`src/sv/dpc_pkg.sv`:
```
// Shared constants, result type and reciprocal table for the defective pixel corrector.
// No dependencies.
`default_nettype none
package dpc_pkg;

  localparam int DpcMaxLineWidth = 4096;
  localparam int CmpW            = 14;   // compare width, holds any width up to 8192

  localparam logic [12:0] LineWidthRst = 13'd2464;
  localparam logic [15:0] FrameHeightRst = 16'd2056;
  localparam logic [7:0]  ThresholdRst = 8'd10;
  localparam logic [7:0]  PixMax = 8'd255;

  localparam logic [1:0] RegLineWidth   = 2'd0;
  localparam logic [1:0] RegFrameHeight = 2'd1;
  localparam logic [1:0] RegThreshold   = 2'd2;

  typedef struct packed {
    logic [7:0] pixel;
    logic       mark;
  } dpc_res_t;

  // ceil(2^16 / n); exact floor division for sums below 2048
  function automatic logic [16:0] dpc_recip(input logic [3:0] n);
    logic [16:0] r;
    begin
      unique case (n)
        4'd1:    r = 17'd65536;
        4'd2:    r = 17'd32768;
        4'd3:    r = 17'd21846;
        4'd4:    r = 17'd16384;
        4'd5:    r = 17'd13108;
        4'd6:    r = 17'd10923;
        4'd7:    r = 17'd9363;
        4'd8:    r = 17'd8192;
        default: r = 17'd0;
      endcase
      return r;
    end
  endfunction

endpackage
`default_nettype wire

```
`src/sv/dpc_detect.sv`:
```
// Raw 3x3 window and defect marking: stuck at 0 or 255, or too far from the neighbour mean.
// Depends on dpc_pkg.
`default_nettype none
module dpc_detect import dpc_pkg::*; (
  input  wire logic       clk_i,
  input  wire logic       rst_ni,
  input  wire logic       shift_i,
  input  wire logic [7:0] top_i,
  input  wire logic [7:0] mid_i,
  input  wire logic [7:0] bot_i,
  input  wire logic       interior_i,
  input  wire logic [7:0] thr_i,
  output logic      [8:0] marked_o
);

  logic [7:0]  win_q [9];
  logic [7:0]  win_d [9];
  logic [10:0] sum;
  logic [7:0]  mean, centre, diff;
  logic        mark;
  logic [8:0]  marked_q;

  always_comb begin
    for (int k = 0; k < 3; k++) begin
      win_d[k*3]   = win_q[k*3+1];
      win_d[k*3+1] = win_q[k*3+2];
    end
    win_d[2] = top_i;
    win_d[5] = mid_i;
    win_d[8] = bot_i;
    sum = '0;
    for (int k = 0; k < 9; k++) begin
      if (k != 4) sum = sum + 11'(win_d[k]);
    end
    mean   = sum[10:3];
    centre = win_d[4];
    diff   = (centre >= mean) ? centre - mean : mean - centre;
    mark   = interior_i && (centre == '0 || centre == PixMax || diff > thr_i);
  end

  always_ff @(posedge clk_i or negedge rst_ni) begin
    if (!rst_ni) begin
      for (int k = 0; k < 9; k++) win_q[k] <= '0;
    end else if (shift_i) begin
      for (int k = 0; k < 9; k++) win_q[k] <= win_d[k];
    end
  end

  always_ff @(posedge clk_i) begin
    if (shift_i) marked_q <= {mark, centre};
  end

  assign marked_o = marked_q;

endmodule
`default_nettype wire

```
`config.mk`:
```
export PLATFORM = sky130hd
export DESIGN_NAME = dpc_detect
export DESIGN_NICKNAME = d
export VERILOG_FILES = /design/src/sv/dpc_pkg.sv /design/src/sv/dpc_detect.sv
export SDC_FILE = /design/constraint.sdc
export NUM_CORES = 1
export LEC_CHECK = 0
export ABC_AREA = 1
export BUFFER_PORTS_ARGS = -buffer_cell sky130_fd_sc_hd__buf_2
export CAP_MARGIN = 5
export CORE_MARGIN = 1.5
export CORE_UTILIZATION = 55
export CTS_BUF_LIST = sky130_fd_sc_hd__clkbuf_4 sky130_fd_sc_hd__clkbuf_8
export DETAILED_ROUTE_END_ITERATION = 10
export PLACE_DENSITY_LB_ADDON = 0.15
export SYNTH_ARGS = -nofsm -noshare
export SYNTH_HDL_FRONTEND = slang
export SYNTH_SLANG_ARGS = --single-unit
export TNS_END_PERCENT = 30
```
`constraint.sdc`:
```
create_clock -name clk_i -period 10.5 [get_ports clk_i]
set_input_delay 1.05 -clock clk_i [delete_from_list [all_inputs] [get_ports clk_i]]
set_output_delay 1.05 -clock clk_i [all_outputs]
set_load 0.005 [all_outputs]
```
== After elaboration in Yosys (flattened, before gate mapping) ==
Index checks and enable logic that the tools add are counted.
W data, S select, Z words.
Storage, ports and cells
  memories kept: 0
  memory bits (writable): 0
  latch bits: 0
  output and inout bits: 9
  bits in registers: 57
  memory bits (read-only): 0
Cells by class
  $mul: 0
  div/mod/pow operators: 0
  shift-type cells: 0
  muxes and demuxes: 1
  equality and inequality tests: 1
  bitwise gates (word level): 0
  reductions and logical operators: 4
  order comparisons: 2
  $add $sub $neg: 9
Operators with widths (number)
  $add A11 B8 Y11: 4
  $sub A8 B8 Y8: 2
  $add A10 B8 Y11: 1
  $add A9 B8 Y10: 1
  $add A8 B8 Y9: 1
  $eq A8 B8 Y1 const B: 1
  $ge A8 B8 Y1: 1
  $gt A8 B8 Y1: 1
  $logic_not A8 Y1: 1
  $mux W8: 1
  $logic_or A1 B1 Y1: 2
  $logic_and A1 B1 Y1: 1

== Depth between registers and ports, before layout ==
Gate-level depths: netlist of run 1.
  word-level depth: 12
  gate-level depth with buffers: 34
  gate-level depth less buffers: 34

== Least setup slack after synthesis of run 1 ==
Ideal clock, no wire load.
  path type: input port to flip-flop
  start point: in top_i[3]
  end point: reg marked_q[8] (netlist: marked_o[8]), data pin
  data required time: 10239 ps
  slack: 4263 ps
  path buffers: 0
  arrival time: 5975 ps
  cell stages on the path: 28
  cells stage by stage: inv_1 -> fa_1 -> inv_1 -> fa_1 -> fa_1 -> fa_1 -> inv_1 -> fa_1 -> nand3b_1 -> nand2_1 -> nand3_1 -> nand2_1 -> xor2_1 -> ha_1 -> nand2_1 -> nand2_1 -> a21oi_4 -> nand2_2 -> nor2_4 -> nand3_2 -> nand2_1 -> inv_1 -> ha_1 -> a21oi_1 -> o21a_1 -> nand2_1 -> nand2_1 -> a21boi_0
Between the ends
  longest elaborated chain between the ends: 11
RTL lines
  from (decl): RTL line dpc_detect.sv:8  | input wire logic [7:0] top_i,
  $add A9 B8 Y10 *: RTL line dpc_detect.sv:33  | if (k != 4) sum = sum + 11'(win_d[k]);
  $add A10 B8 Y11 *: RTL line dpc_detect.sv:33
  $add A11 B8 Y11 * (4 in a row): RTL line dpc_detect.sv:33
  $sub A8 B8 Y8 or $ge A8 B8 Y1 (tied branches): RTL line dpc_detect.sv:37  | diff = (centre >= mean) ? centre - mean : mean - centre;
  $mux W8 *: RTL line dpc_detect.sv:37
  $gt A8 B8 Y1 *: RTL line dpc_detect.sv:38  | mark = interior_i && (centre == '0 || centre == PixMax || diff > thr_i);
  $logic_or A1 B1 Y1 *: RTL line dpc_detect.sv:38
  $logic_and A1 B1 Y1 *: RTL line dpc_detect.sv:38
  named net mark: RTL line dpc_detect.sv:20  | logic mark;
  to (signal assigned): RTL line dpc_detect.sv:50  | if (shift_i) marked_q <= {mark, centre};
  to (decl): RTL line dpc_detect.sv:21  | logic [8:0] marked_q;
The timed path passes the listed nets; every way through them passes the cells marked *.
A chain may end at the register's enable or synchronous reset.

== Worst setup path after layout of run 1 ==
Same ends and word-level chain as after synthesis.

==> metrics, run 1 <==
outcome=finished clean; Tightest Pin Transition=1.08 ns; antenna cell count=0; CTS clk-pin slew, worst paths=0.07 ns; CTS Hold Bufs=0; required time worst endpoint=10.60 ns; max-slew violations=0; vias in the first global route=3619; commonest non-fill, non-tap cell in the layout=inv_1; nets=723; sequential share of the synthesized area=0.309; placed cell area=0.00505 mm²; skew final=0.00713 ns; depth of the CTS H-tree=3; hold endpoint=win_d[20]$_DFFE_PN0P_; Post-Layout Inst Area=0.00527 mm²; Synth-to-Final Area Change=10.9%; antenna-violating nets left=0; synth unique cells=35; Setup WS post-layout=4.16 ns; hold path start=win_d[12]$_DFFE_PN0P_; Placer Congestion=0.855; Die Span X=96.0 µm; drt total wl=8.67 mm; Crit-path slowest cell=fa_1; IO Port Bufs=44; Period minus WS final=6.34 ns; Residual DRC=0; via count=3460; initial core utilization=0.573; Final Setup Violations=0; share of cells above drive strength 1=0.128; hold crit path type=reg2reg; critical path type=in2reg; Fillers=752; arrival time at the worst endpoint=6.43 ns; Setup TNS=0 ns; Mapped Cells=562; Core ar.=0.00830 mm²; Synth Flop Type=dfrtp_1; FF+latch count, synth=57; largest net degree at the start of global routing=106; TritonCTS Sinks=57; first-pass GRT wire length=15.3 mm; Avg Inst Size Synth=8.46 µm²; Crit Reg-Reg Startpoint=win_d[11]$_DFFE_PN0P_; Post-synth EDFFs=9; r2r setup slk=4.62 ns; final hold vios=0; CP Launch Type=input port; Max-Slew Margin vs Limit=0.281; endpoint type of the worst setup path=register; hpwl dp=6.94 mm; initial antenna violation count=0; clock root cell=clkbuf_8; All-Layer GR Usage=0.220; # IOs=45; WL/cell=12.1 µm; worst slack, placed=3.83 ns; crit share post-route=0.603; Crit path buffers/inverters=5; Ys Warns=0; Worst-Skew Late Latency=0.35 ns; max-cap viol count=0; DR vias/cell=4.83; Setup Fix Bufs, Post-CTS=0; RSZ-0062 raised after global routing=no; worst r2r path cells=28; Max FO, Critical Path=6; row count=33; critical path's largest stage delay=0.57 ns; CTS Buf Count=9; initial DRC count=146; Syn Nets=679; CP dominant cell by count=nand2_1; full die area=0.00921 mm²; Top Family by Delay on Critical Path=adder cells; clk buf depth=2; Async S/R FF share, synth=0.842; post_cts resized=0; hold path cells=2; fmax=0.158 GHz; Mapped Area=0.00475 mm²; GR Overflow Total=0; most frequent cells in the layout=157 x inv_1, 115 x nand2_1, 48 x fa_1, 48 x dfrtp_1, 44 x buf_2; die height=96.0 µm; CTS tree=yes; R2R Path End=marked_o[8]$_DFFE_PP_; drt pass-1 iters=4
## metal layers
metal	up-vias	routed length [µm]	GRT usage	share of wire
li1	1763	-	-	-
met1	1618	3710	0.254	0.43
met2	61	4430	0.396	0.51
met3	18	361	0.0506	0.042
met4	0	165	0.0846	0.019
met5	-	0	0	0
## Yosys cell counts, types with 2 or more instances
cell,instances,area (µm²)
inv_1,157,589
nand2_1,115,432
dfrtp_1,48,1200
fa_1,48,961
o21ai_0,42,210
ha_1,33,413
a21oi_1,20,100
nand3_1,15,75.1
nor2_1,15,56.3
edfxtp_1,9,270
nand4_1,7,43.8
xor2_1,7,61.3
nand2_2,6,37.5
buf_2,5,25.0
buf_1,3,11.3
nand3_2,3,30.0
nand3b_1,3,22.5
xnor2_1,3,26.3
a21o_1,2,15.0
a21oi_4,2,32.5
a31oi_1,2,12.5
clkbuf_1,2,7.51
o21ai_2,2,17.5
o21bai_1,2,15.0
## cell type report
| type | instances | area (µm²) | area share |
|---|---|---|---|
| Inverter | 158 | 593 | 0.112 |
| Sequential cell | 57 | 1470 | 0.279 |
| Multi-Input combinational cell | 335 | 2630 | 0.498 |
| Timing Repair Buffer | 45 | 228 | 0.0432 |
| Tap cell | 105 | 131 | 0.0249 |
| Clock inverter | 2 | 35.0 | 0.00664 |
| Clock buffer | 14 | 186 | 0.0354 |
## cell families after synthesis
logic type	Yosys count	share of synthesized area
adder cells (fa/ha/maj)	81	0.289
buffers and inverters	170	0.138
flip-flops	57	0.309
AO/OA/AOI/OAI	75	0.0889
XOR/XNOR	10	0.0184
AND/OR/NAND/NOR	169	0.156
## worst max-delay path by stage
| stage | startpoint | endpoint | cells past startpoint |
|---|---|---|---|
| floorplan | top_i[3] | marked_o[8]$_DFFE_PP_ | 28 |
| CTS | top_i[3] | marked_o[8]$_DFFE_PP_ | 29 |
| global placement | top_i[3] | marked_o[8]$_DFFE_PP_ | 29 |
| detailed placement | top_i[3] | marked_o[8]$_DFFE_PP_ | 29 |
| finish | top_i[3] | marked_o[8]$_DFFE_PP_ | 29 |
| global route | top_i[3] | marked_o[8]$_DFFE_PP_ | 30 |
## worst reg2reg max path: cells and delay by family (launching register included)
| kind | cells | cell delay [ns] |
|---|---|---|
| AO/OA/AOI/OAI | 2 | 0.25 |
| flip-flops | 1 | 0.36 |
| adder cells (fa/ha/maj) | 7 | 3.13 |
| XOR/XNOR | 1 | 0.21 |
| buffers and inverters | 4 | 0.22 |
| AND/OR/NAND/NOR | 14 | 1.47 |
## registers in the layout, summed over array words and instances (netlist names)
name      cells
centre        8
win_d        40
marked_o      9
## through the flow
stage / util / cells / hold slack [ns]
2_1_floorplan: - / 562 / 0.450
3_3_place_gp: 0.609 / 700 / 0.458
3_5_place_dp: 0.609 / 700 / 0.472
4_1_cts: 0.635 / 716 / 0.487
5_1_grt: 0.635 / 716 / 0.516
6_report: 0.635 / 716 / 0.486
Power of run 1 is not shown: default switching activity piles up to over one toggle a cycle in this logic, so the estimate is an artifact.
==> inputs of run 2 (changes only) <==
- clock period: 10.5 -> 5.3 ns (I/O delays scaled with it)
==> run 2 against run 1 <==
Net effect:
- the run now ends with setup timing left
- setup slack got worse by 4.6 ns
- critical path depth fell by 1
- count of clock-buffer cells in the layout fell by 2
- clock skew rose by 0.0082 ns
- worst hold slack got worse by 0.085 ns
- design area rose by 12%
- first-iteration DRC count fell by 9.6%
- routed wire length rose by 11%
- die area did not move
- critical endpoint unchanged
- largest cell class unchanged
==> metrics, run 2 (synthesis results as in run 1) <==
failing checks=setup timing; GR Overflow Total=0; die height=96.0 µm; Placer Congestion=0.880; CTS Buf Count=9; initial core utilization=0.573; WL/cell=12.5 µm; DR vias/cell=4.90; critical path's largest stage delay=0.56 ns; critical path type=reg2reg; crit share post-route=1.08; All-Layer GR Usage=0.231; hpwl dp=7.23 mm; Setup WS post-layout=-0.426 ns; first-pass GRT wire length=16.4 mm; Crit-path slowest cell=fa_1; outcome=finished, violations left; Placed Cells=747; skew final=0.0153 ns; Multi-input gate area=0.00279 mm²; Worst-Skew Late Latency=0.34 ns; arrival time at the worst endpoint=5.90 ns; CTS Hold Bufs=0; TritonCTS Sinks=57; antenna cell count=0; CTS clk-pin slew, worst paths=0.08 ns; Tightest Pin Transition=1.10 ns; max-cap viol count=0; final hold vios=0; RSZ-0062 raised after global routing=yes; Residual DRC=0; antenna-violating nets left=0; hold crit path type=in2async; # IOs=45; Cell Count, Final, Fillers Out=770; CP Launch Type=register; initial DRC count=132; nets=777; Die Span X=96.0 µm; required time worst endpoint=5.48 ns; Fillers=683; via count=3770; worst slack, placed=-0.741 ns; max-slew violations=0; IO Port Bufs=44; vias in the first global route=3830; worst r2r path cells=28; full die area=0.00921 mm²; Synth-to-Final Area Change=23.9%; Max FO, Critical Path=6; depth of the CTS H-tree=3; register area=0.00147 mm²; Final Setup Violations=1; drt total wl=9.64 mm; Finished Core Util=0.710; row count=33; clock root cell=clkbuf_8; CP dominant cell by count=nand2_1; CTS tree=yes; clk buf depth=2; commonest non-fill, non-tap cell in the layout=inv_1; max reg flops=40; Period minus WS final=5.73 ns; initial antenna violation count=0; endpoint type of the worst setup path=register; drt pass-1 iters=5; Core ar.=0.00830 mm²; Setup TNS=-0.426 ns; share of cells above drive strength 1=0.233; largest net degree at the start of global routing=106; most frequent cells in the layout=155 x inv_1, 111 x nand2_1, 52 x buf_4; fmax=0.175 GHz; Max-Slew Margin vs Limit=0.269
-- run 2: critical path: cells and delay by family, from the launching register on --
kind / cells / cell delay (ns)
xor gates and xnor gates: 1 / 0.20
buffers and inverters: 3 / 0.18
AOI/OAI and AO/OA: 3 / 0.53
DFF: 1 / 0.35
adders and majority gates: 7 / 2.90
and+or+nand+nor: 14 / 1.42
-- run 2: through the flow --
stage	hold slack, ns	instance area [µm²]
floorplan	0.234	4800
global placement	0.460	5450
detailed placement	0.470	5450
CTS	0.410	5800
global route	0.430	5890
finish	0.401	5890
-- run 2: final timing paths --
path | from | endpoint | slack (ns)
hold reg to reg | win_d[8]$_DFFE_PN0P_ | win_d[16]$_DFFE_PN0P_ | 0.47
min in group clk_i | top_i[6] | win_d[62]$_DFFE_PN0P_ | 0.42
hold / removal | rst_ni | centre[0]$_DFFE_PN0P_ | 0.40
setup reg to reg | win_d[10]$_DFFE_PN0P_ | marked_o[8]$_DFFE_PP_ | -0.43
max in group asynchronous | rst_ni | win_d[68]$_DFFE_PN0P_ | 4.21
setup / recovery | win_d[10]$_DFFE_PN0P_ | marked_o[8]$_DFFE_PP_ | -0.43
-- run 2: area by class of cell --
| type | instances | share of cell area |
|---|---|---|
| multi-input combinational | 335 | 0.473 |
| sequential | 57 | 0.250 |
| timing repair buffer | 99 | 0.109 |
| inverter | 158 | 0.101 |
| clock buffer | 12 | 0.0280 |
| tap | 105 | 0.0223 |
| clock inverter | 4 | 0.0166 |
-- run 2: per-layer routing --
metal	part of all wire	track usage	wire [µm]
met1	0.43	0.270	4100
met2	0.53	0.436	5130
met3	0.034	0.0427	325
met4	0.0080	0.0527	77
met5	0	0	0
-- run 2: repair_timing --
action | CTS | global route
gates resized for setup | 9 | 14
endpoints found under the setup margin | 1 | 1
pin swaps | 21 | 10
buffers inserted | 5 | 2
Power of run 2 is left out for the same reason.
==> inputs of run 3 (changes only) <==
- clock period: 5.3 -> 6.2 ns (I/O delays scaled with it)
==> run 3 against run 2 <==
Net effect:
- the flow now finishes without violations
- flip-flop and latch count did not move
- worst hold slack improved by 0.087 ns
- die area did not move
- count of clock-buffer cells in the layout fell by 2
- first-iteration DRC count fell by 7.6%
==> metrics, run 3 (synthesis results as in run 1) <==
via count=3442; drt total wl=8.51 mm; outcome=finished clean; WL/cell=11.8 µm; Max FO, Critical Path=6; Synth-to-Final Area Change=10.8%; Residual DRC=0; commonest non-fill, non-tap cell in the layout=inv_1; antenna-violating nets left=0; die height=96.0 µm; fmax=0.171 GHz; initial core utilization=0.573; hold crit path type=in2async; TritonCTS Sinks=57; row count=33; required time worst endpoint=6.28 ns; Final Setup Violations=0; R2R Path End=marked_o[8]$_DFFE_PP_; Period minus WS final=5.86 ns; initial DRC count=122; CTS tree=yes; worst r2r path cells=31; critical path's largest stage delay=0.55 ns; Placer Congestion=0.857; nets=726; Worst-Skew Late Latency=0.33 ns; CP dominant cell by count=nand2_1; CTS Hold Bufs=0; r2r setup slk=0.41 ns; CTS clk-pin slew, worst paths=0.06 ns; final hold vios=0; max reg flops=40; skew final=0.00537 ns; vias in the first global route=3581; Core ar.=0.00830 mm²; clock root cell=clkbuf_8; final hold slack=0.488 ns; clk buf depth=2; # IOs=45; max-slew violations=0; drt pass-1 iters=5; largest net degree at the start of global routing=106; first-pass GRT wire length=14.9 mm; most frequent cells in the layout=157 x inv_1, 114 x nand2_1, 48 x dfrtp_1; hpwl dp=6.79 mm; endpoint type of the worst setup path=register; initial antenna violation count=0; Crit-path slowest cell=fa_1; Tightest Pin Transition=1.08 ns; max-cap viol count=0; Max-Slew Margin vs Limit=0.279; IO Port Bufs=44; arrival time at the worst endpoint=5.94 ns; full die area=0.00921 mm²; depth of the CTS H-tree=3; All-Layer GR Usage=0.211; DR vias/cell=4.79; GR Overflow Total=0; CTS Buf Count=9; share of cells above drive strength 1=0.134; crit share post-route=0.945; CP Launch Type=input port; Crit Reg-Reg Startpoint=win_d[12]$_DFFE_PN0P_; Die Span X=96.0 µm; critical path type=in2reg; antenna cell count=0
## run 3: how the worst max path moves through the flow
stage	start	end	slack (ns)	depth (start not counted)
final	top_i[4]	marked_o[8]$_DFFE_PP_	0.34	32
after global routing	top_i[4]	marked_o[8]$_DFFE_PP_	-0.01	34
after CTS	top_i[3]	marked_o[8]$_DFFE_PP_	0.27	29
after detailed placement	top_i[3]	marked_o[8]$_DFFE_PP_	-0.06	29
after global placement	top_i[3]	marked_o[8]$_DFFE_PP_	0.04	29
after floorplan	top_i[3]	marked_o[8]$_DFFE_PP_	0.39	28
## run 3: area by class of cell
class / count / area, µm²
clock buffers: 10 / 131
multi-input cells: 335 / 2670
flip-flops and latches: 57 / 1470
well taps: 105 / 131
clock inverters: 6 / 25.0
fillers: 733 / 3030
repair buffers: 48 / 250
inverters: 158 / 593
## run 3: metrics by stage
stage	TNS, ns	utilization	instance area [µm²]	instances	setup WS, ns
floorplan	0	-	4750	562	0.393
detailed placement	-0.0593	0.610	5060	701	-0.0593
finish	0	0.635	5270	719	0.340
global route	-0.00953	0.635	5270	719	-0.00953
CTS	0	0.628	5220	717	0.273
global placement	0	0.610	5060	701	0.0357
## run 3: timing repair
action,4_1_cts,5_1_grt
buffers inserted,0,2
gates resized for setup,0,6
endpoints found under the setup margin,0,1
## run 3: worst max-delay path: cells and delay by family
family          cells  cell delay [ns]
compound gates      1             0.07
simple gates       18             1.82
fa+ha+maj           7             3.12
buf+inv             6             0.32
## run 3: per-layer routing
metal	GRT usage	routed length [µm]	up-vias
li1	-	-	1768
met1	0.245	3810	1617
met2	0.391	4340	44
met3	0.0411	232	13
met4	0.0650	121	0
met5	0	0	-
Power of run 3 is left out for the same reason.
